`src/design/dgcc_pkg.sv`:
```
// ----------------------------------------------------------------------------
// dgcc_pkg
// Shared sizes, codes and controller/datapath interface types for the
// dependency graph cycle checker.
// ----------------------------------------------------------------------------
package dgcc_pkg;

   localparam int MAX_NODES   = 256;
   localparam int MAX_EDGES   = 1024;
   localparam int STACK_DEPTH = 128;
   localparam int ID_BITS     = 32;

   localparam int NODE_AW  = $clog2(MAX_NODES);
   localparam int NCNT_W   = $clog2(MAX_NODES + 1);
   localparam int EDGE_AW  = $clog2(MAX_EDGES);
   localparam int ECNT_W   = $clog2(MAX_EDGES + 1);
   localparam int STK_AW   = $clog2(STACK_DEPTH);
   localparam int SP_W     = $clog2(STACK_DEPTH + 1);
   localparam int BOUNDS_W = 2 * ECNT_W;
   localparam int MARK_W   = 2;
   localparam int STATUS_W = 3;

   // Walk marks of one node.
   localparam logic [MARK_W-1:0] MARK_NEW  = 2'd0;
   localparam logic [MARK_W-1:0] MARK_OPEN = 2'd1;
   localparam logic [MARK_W-1:0] MARK_DONE = 2'd2;

   typedef enum logic [STATUS_W-1:0] {
      ST_OK             = 3'd0,
      ST_ZERO_NODE      = 3'd1,
      ST_ZERO_PREREQ    = 3'd2,
      ST_SELF_PREREQ    = 3'd3,
      ST_MISSING_PREREQ = 3'd4,
      ST_CYCLE          = 3'd5,
      ST_TOO_DEEP       = 3'd6,
      ST_OVERFLOW       = 3'd7
   } status_code_type;

   typedef enum logic [4:0] {
      OP_NONE,
      OP_LOAD,
      OP_INIT,
      OP_V_RD_NODE,
      OP_V_GOT_NODE,
      OP_V_EDGE_RD,
      OP_V_TGT,
      OP_S_RD,
      OP_S_NEXT,
      OP_V_FOUND,
      OP_R_START,
      OP_R_FOUND,
      OP_CLR_INIT,
      OP_CLR,
      OP_D_INIT,
      OP_D_SI_RD,
      OP_D_SI_NEXT,
      OP_D_PUSH_SI,
      OP_D_TOP_RD,
      OP_D_IDX,
      OP_D_POP,
      OP_D_ENTER,
      OP_D_REC,
      OP_D_BND,
      OP_D_E_RD,
      OP_D_E_GOT,
      OP_D_E_NEXT,
      OP_D_PUSH,
      OP_D_FINISH,
      OP_FAIL,
      OP_EMIT
   } op_type;

   typedef struct packed {
      op_type          op;
      status_code_type code;
   } cmd_type;

   typedef struct packed {
      logic ovf;
      logic n_done;
      logic id_zero;
      logic e_done;
      logic key_zero;
      logic key_self;
      logic k_done;
      logic k_match;
      logic si_done;
      logic mark_new;
      logic mark_open;
      logic sp_zero;
      logic stack_full;
      logic rsp_busy;
   } sts_type;

endpackage

```
`src/design/dgcc_ctrl.sv`:
```
// ----------------------------------------------------------------------------
// dgcc_ctrl
// Sequencer for loading, validation, walk-mark clearing, depth-first cycle
// search and result hand-off.
// ----------------------------------------------------------------------------
module dgcc_ctrl (
   input  logic             clock,
   input  logic             reset,
   input  logic             req_valid,
   input  logic             req_last_of_graph,
   output logic             req_ready,
   input  dgcc_pkg::sts_type sts,
   output dgcc_pkg::cmd_type cmd
);

   typedef enum logic [4:0] {
      S_LOAD, S_CHK, S_V_NODE, S_V_GOT, S_V_EDGE, S_V_TGT, S_V_CHK,
      S_E_RD, S_E_CMP, S_R_RD, S_R_CMP, S_CLR, S_D_SI, S_D_SI_CHK,
      S_D_TOP, S_D_IDX, S_D_MARK, S_D_REC, S_D_BND, S_D_EDGE, S_D_EGOT,
      S_D_EMARK, S_DONE
   } state_type;

   state_type state_ff, state_in;

   always_comb begin
      state_in = state_ff;
      cmd.op   = dgcc_pkg::OP_NONE;
      cmd.code = dgcc_pkg::ST_OK;
      unique case (state_ff)
         S_LOAD: begin
            if (req_valid) begin
               cmd.op = dgcc_pkg::OP_LOAD;
               if (req_last_of_graph) begin
                  state_in = S_CHK;
               end
            end
         end
         S_CHK: begin
            if (sts.ovf) begin
               cmd.op   = dgcc_pkg::OP_FAIL;
               cmd.code = dgcc_pkg::ST_OVERFLOW;
               state_in = S_DONE;
            end else begin
               cmd.op   = dgcc_pkg::OP_INIT;
               state_in = S_V_NODE;
            end
         end
         S_V_NODE: begin
            if (sts.n_done) begin
               cmd.op   = dgcc_pkg::OP_CLR_INIT;
               state_in = S_CLR;
            end else begin
               cmd.op   = dgcc_pkg::OP_V_RD_NODE;
               state_in = S_V_GOT;
            end
         end
         S_V_GOT: begin
            if (sts.id_zero) begin
               cmd.op   = dgcc_pkg::OP_FAIL;
               cmd.code = dgcc_pkg::ST_ZERO_NODE;
               state_in = S_DONE;
            end else begin
               cmd.op   = dgcc_pkg::OP_V_GOT_NODE;
               state_in = S_V_EDGE;
            end
         end
         S_V_EDGE: begin
            if (sts.e_done) begin
               cmd.op   = dgcc_pkg::OP_R_START;
               state_in = S_R_RD;
            end else begin
               cmd.op   = dgcc_pkg::OP_V_EDGE_RD;
               state_in = S_V_TGT;
            end
         end
         S_V_TGT: begin
            cmd.op   = dgcc_pkg::OP_V_TGT;
            state_in = S_V_CHK;
         end
         S_V_CHK: begin
            if (sts.key_zero) begin
               cmd.op   = dgcc_pkg::OP_FAIL;
               cmd.code = dgcc_pkg::ST_ZERO_PREREQ;
               state_in = S_DONE;
            end else if (sts.key_self) begin
               cmd.op   = dgcc_pkg::OP_FAIL;
               cmd.code = dgcc_pkg::ST_SELF_PREREQ;
               state_in = S_DONE;
            end else begin
               state_in = S_E_RD;
            end
         end
         S_E_RD: begin
            if (sts.k_done) begin
               cmd.op   = dgcc_pkg::OP_FAIL;
               cmd.code = dgcc_pkg::ST_MISSING_PREREQ;
               state_in = S_DONE;
            end else begin
               cmd.op   = dgcc_pkg::OP_S_RD;
               state_in = S_E_CMP;
            end
         end
         S_E_CMP: begin
            if (sts.k_match) begin
               cmd.op   = dgcc_pkg::OP_V_FOUND;
               state_in = S_V_EDGE;
            end else begin
               cmd.op   = dgcc_pkg::OP_S_NEXT;
               state_in = S_E_RD;
            end
         end
         S_R_RD: begin
            cmd.op   = dgcc_pkg::OP_S_RD;
            state_in = S_R_CMP;
         end
         S_R_CMP: begin
            if (sts.k_match) begin
               cmd.op   = dgcc_pkg::OP_R_FOUND;
               state_in = S_V_NODE;
            end else begin
               cmd.op   = dgcc_pkg::OP_S_NEXT;
               state_in = S_R_RD;
            end
         end
         S_CLR: begin
            if (sts.k_done) begin
               cmd.op   = dgcc_pkg::OP_D_INIT;
               state_in = S_D_SI;
            end else begin
               cmd.op = dgcc_pkg::OP_CLR;
            end
         end
         S_D_SI: begin
            if (sts.si_done) begin
               cmd.op   = dgcc_pkg::OP_FAIL;
               cmd.code = dgcc_pkg::ST_OK;
               state_in = S_DONE;
            end else begin
               cmd.op   = dgcc_pkg::OP_D_SI_RD;
               state_in = S_D_SI_CHK;
            end
         end
         S_D_SI_CHK: begin
            if (sts.mark_new) begin
               cmd.op   = dgcc_pkg::OP_D_PUSH_SI;
               state_in = S_D_TOP;
            end else begin
               cmd.op   = dgcc_pkg::OP_D_SI_NEXT;
               state_in = S_D_SI;
            end
         end
         S_D_TOP: begin
            if (sts.sp_zero) begin
               cmd.op   = dgcc_pkg::OP_D_SI_NEXT;
               state_in = S_D_SI;
            end else begin
               cmd.op   = dgcc_pkg::OP_D_TOP_RD;
               state_in = S_D_IDX;
            end
         end
         S_D_IDX: begin
            cmd.op   = dgcc_pkg::OP_D_IDX;
            state_in = S_D_MARK;
         end
         S_D_MARK: begin
            if (!sts.mark_new && !sts.mark_open) begin
               cmd.op   = dgcc_pkg::OP_D_POP;
               state_in = S_D_TOP;
            end else begin
               cmd.op   = dgcc_pkg::OP_D_ENTER;
               state_in = S_D_REC;
            end
         end
         S_D_REC: begin
            cmd.op   = dgcc_pkg::OP_D_REC;
            state_in = S_D_BND;
         end
         S_D_BND: begin
            cmd.op   = dgcc_pkg::OP_D_BND;
            state_in = S_D_EDGE;
         end
         S_D_EDGE: begin
            if (sts.e_done) begin
               cmd.op   = dgcc_pkg::OP_D_FINISH;
               state_in = S_D_TOP;
            end else begin
               cmd.op   = dgcc_pkg::OP_D_E_RD;
               state_in = S_D_EGOT;
            end
         end
         S_D_EGOT: begin
            cmd.op   = dgcc_pkg::OP_D_E_GOT;
            state_in = S_D_EMARK;
         end
         S_D_EMARK: begin
            if (sts.mark_open) begin
               cmd.op   = dgcc_pkg::OP_FAIL;
               cmd.code = dgcc_pkg::ST_CYCLE;
               state_in = S_DONE;
            end else if (sts.mark_new && sts.stack_full) begin
               cmd.op   = dgcc_pkg::OP_FAIL;
               cmd.code = dgcc_pkg::ST_TOO_DEEP;
               state_in = S_DONE;
            end else if (sts.mark_new) begin
               cmd.op   = dgcc_pkg::OP_D_PUSH;
               state_in = S_D_TOP;
            end else begin
               cmd.op   = dgcc_pkg::OP_D_E_NEXT;
               state_in = S_D_EDGE;
            end
         end
         S_DONE: begin
            if (!sts.rsp_busy) begin
               cmd.op   = dgcc_pkg::OP_EMIT;
               state_in = S_LOAD;
            end
         end
         default: begin
            state_in = S_LOAD;
         end
      endcase
   end

   always_ff @(posedge clock) begin
      if (reset) begin
         state_ff <= S_LOAD;
      end else begin
         state_ff <= state_in;
      end
   end

   assign req_ready = (state_ff == S_LOAD);

endmodule

```
`config.mk`:
```
export PLATFORM = sky130hd
export DESIGN_NAME = dgcc_ctrl
export DESIGN_NICKNAME = d
export VERILOG_FILES = /design/src/design/dgcc_pkg.sv /design/src/design/dgcc_ctrl.sv
export SDC_FILE = /design/constraint.sdc
export NUM_CORES = 1
export LEC_CHECK = 0
export BUFFER_PORTS_ARGS = -buffer_cell sky130_fd_sc_hd__buf_4
export CAP_MARGIN = 0
export CORE_MARGIN = 2
export CORE_UTILIZATION = 50
export CTS_CLUSTER_DIAMETER = 30
export DETAILED_ROUTE_END_ITERATION = 7
export PLACE_DENSITY = 0.73
export SLEW_MARGIN = 20
export SYNTH_ARGS = -nofsm -noshare
export SYNTH_HDL_FRONTEND = slang
export SYNTH_SLANG_ARGS = --single-unit
```
`constraint.sdc`:
```
create_clock -name clock -period 4.6 [get_ports clock]
set_input_delay 0.69 -clock clock [delete_from_list [all_inputs] [get_ports clock]]
set_output_delay 0.69 -clock clock [all_outputs]
set_load 0.1 [all_outputs]
```
# == After elaboration in Yosys (flattened, before gate mapping) ==
# Index checks and enable logic that the tools add are counted.
# op_classes
eq_ne,26
mux,48
n_reduce_logical,6
# ops
operator,count
$pmux 5 s23,2
$mux 5,20
$eq 5x4->1 const B,8
$eq 5x5->1 const B,7
$eq 5x3->1 const B,4
$mux 4,5
$mux 8,2
$mux 3,5
$pmux 3 s5,1
$mux 2,6
$eq 5x2->1 const B,2
$ne 2x2->1 const B,4
$mux 1,6
$mux 6,1
$eq 5x1->1 const B,1
$logic_not 5->1,1
$reduce_and 4->1,1
$logic_and 1x1->1,2
$logic_not 1->1,2
# word_totals
reg_bits,5
in_bits,18
output_inout_bits,9
word_cells,81

# == Longest topological paths before layout ==
# depth
ltp_word,4
ltp_mapped,7
mapped_depth_nobuf,4

# == Least setup slack after synthesis ==
# Ideal clock, no wire load.
# synth_timing
kind,register to output
start,register state_ff[1]
end,output port cmd[1] in the netlist's numbering
arrival_time_ns,3.955
t_required_ns,3.910
path_slack_ns,-0.045
stages_incl_launch_ff,5
n_path_buf,2
path_cell_list,dfxtp_1 buf_6 buf_2 nand2b_2 o41ai_1
# synth_lines
item,line,rtl
"start, declared",dgcc_ctrl.sv:23,"state_type state_ff, state_in;"
"start signal, assigned",dgcc_ctrl.sv:228,state_ff <= state_in;
"end, declared",dgcc_ctrl.sv:13,output dgcc_pkg::cmd_type cmd

==> results.md <==
- Kind of end point of the critical path: output port
- Worst Path Max Fanout: 36
- Number of global-route vias before repair: between 1000 and 1500
- Post-CTS Setup Bufs: 0
- Num CTS Buffers: 3
- Drt via density: 6.77
- RSZ-0062 raised after global routing: false
- Via count: 1605
- Fin. Hold Viols: 0
- Critical Path Start Type: flop
- Syn Inst Count: between 150 and 200
- Ys async rst share: 0
- Post-route setup slack: 1.26 ns
- Sink Count: 5
- Total Neg Setup Slack: 0 ns
- Sequential share of the synthesized area: 0.0729
- Post-synth EDFFs: 0
- Synthesized area per cell: slightly above 7 um2
- IO Count: 27
- Post-DP HPWL: 3.06 mm
- Global-route wire length before repair: 6.85 mm
- Post-synthesis cell area: about 1400 um2
- Port buffer count: 26
- DR DRC count: 0
- Largest register FFs: 5
- Initial Utilization: 0.511
- Status: finished clean
- WP data arrival: 2.65 ns
- Clk slew on worst S/H paths: 0.04 ns
- Area grow syn2layout: 11.1%
- Post-CTS Resized: 0
- Clock root cell: clkbuf_4
- GRT Util Overall: 0.268
- Clock Skew: 0.00233 ns
- Largest net degree at the start of global routing: 37
- CTS tree: built
- Chip Width: 56.4 um
- Total of max-cap violations: 0
- 1st-iter DRT viols: just over 70
- H-tree depth: 1
- Max Freq: 299 MHz
- Worst Hold Depth: 2
- Cell depth of the worst flop-to-flop path: 4
- Final net count: 225
- Share of cells above drive strength 1: 0.243
- # setup viols final: 0
- Slowest cell on crit path: dfxtp_1
- #FFs+latches synth: 5
- Synth warn: 0
- Grt ovf: 0
- Max Slew Vio Count: 0
- DP Worst Slack: ~1.5 ns
- Area of the core: 2690 um2
- Core Rows: 19
- Worst Tran Pin Value: ~1.1 ns
- Setup CP Type: flop to output port
- Clk buf depth: 2
- Tcrit/Tclk final: 0.726
- GP Congestion: 1.00
- Relative slew slack: 0.239
- Most flop-heavy register: state_ff
- Avg WL per Cell: 17.5 um
- Critical Path RT: roughly 4 ns
- Post-layout min period: 3.34 ns
- Post-route ant nets: 0
- Synth Flop Type: dfxtp_1
- Worst Hold Class: input pin to flop
- Hold buffers post-CTS: 0
- R2R Setup Slk: roughly 2.3 ns
- Syn nets: 211
- Drt total wl: 4.16 mm
- Top Registers: state_ff: 5 flops
- Drt pass-1 iters: 4
- Antenna violations before repair: 0
- Unique masters post-synth: 67
- Cells along the critical path: o21ba_2 > mux2_2 > a311oi_2 > nand4_1 > buf_4
- Die span in y: approximately 56 um
- Worst skew pair latency: 0.24 ns
- Critical path's largest stage delay: 1.07 ns
- Die ar.: 3180 um2
- Diode count: 0
-- cell families (layout without fill, tap and decap cells) --
group                  Yosys count  count (layout)  synth area share
AND/OR/NAND/NOR                100             100             0.454
AO/OA/AOI/OAI                   62              62             0.337
buffers and inverters           21              34             0.101
flip-flops                       5               5            0.0729
XOR/XNOR                         3               3            0.0191
multiplexers                     2               2            0.0164
-- worst paths after layout --
check	start	to
setup reg to reg	state_ff[4]$_SDFFE_PP0P_	state_ff[4]$_SDFFE_PP0P_
hold reg to reg	state_ff[1]$_SDFFE_PP0P_	state_ff[0]$_SDFFE_PP0P_
hold / removal	reset	state_ff[1]$_SDFFE_PP0P_
setup / recovery	state_ff[4]$_SDFFE_PP0P_	cmd[3]
-- cell usage in the layout, fill, tap and decap left out, types with 4 or more instances in the layout --
cell type   n
dfxtp_1     4
a31oi_1     5
nand3b_1    7
nand3_1     7
buf_4      28
nand2b_1    9
nor3_1      8
nor2_1     13
nand2_1    13
nor2b_1    12
o21ai_0     8
a21oi_1    13
-- Yosys cell counts, types with 3 or more instances --
cell	number	share of area
buf_6	5	0.041
nand2_1	13	0.036
nand3b_1	7	0.038
o21ai_0	8	0.029
nand3_1	7	0.025
o21bai_1	3	0.016
buf_4	3	0.016
nand2b_1	9	0.041
a211oi_1	3	0.016
nor3_1	8	0.029
buf_2	9	0.033
nor2_1	13	0.036
dfxtp_1	5	0.073
a31oi_1	5	0.023
nor2b_1	12	0.055
a21oi_1	13	0.047
nand4_1	3	0.014
-- critical path: cells and delay by family (launching register included) --
kind / cells / cell delay, ns
simple gates: 1 / 0.14
buf+inv: 1 / 0.26
compound gates: 2 / 0.65
mux: 1 / 0.29
flops: 1 / 1.07
-- layout make-up --
| class | count | area [um2] |
|---|---|---|
| clock buffers | 4 | 26.3 |
| fillers | 270 | 1160 |
| inverters | 2 | 7.51 |
| multi-input cells | 167 | 1140 |
| flip-flops and latches | 5 | 101 |
| well taps | 31 | 38.8 |
| repair buffers | 28 | 210 |
-- stage by stage --
stage           util  instance area (um2)  cells  hold WS, ns
2_1_floorplan      -                 1380    193        0.661
3_3_place_gp   0.558                 1500    233        0.918
3_5_place_dp   0.558                 1500    233        0.914
4_1_cts        0.568                 1530    237        0.659
5_1_grt        0.568                 1530    237        0.659
6_report       0.568                 1530    237        0.663
-- per-layer routing --
metal,routed length [um],vias to the layer above,GRT usage
met5,0,-,0
met2,1970,84,0.450
met4,116,0,0.119
met1,1770,745,0.348
met3,300,14,0.0207
li1,-,762,-
Power is left out: the tool's default activity adds up to more than one toggle a clock period on the data nets, which glitch-free logic cannot reach.
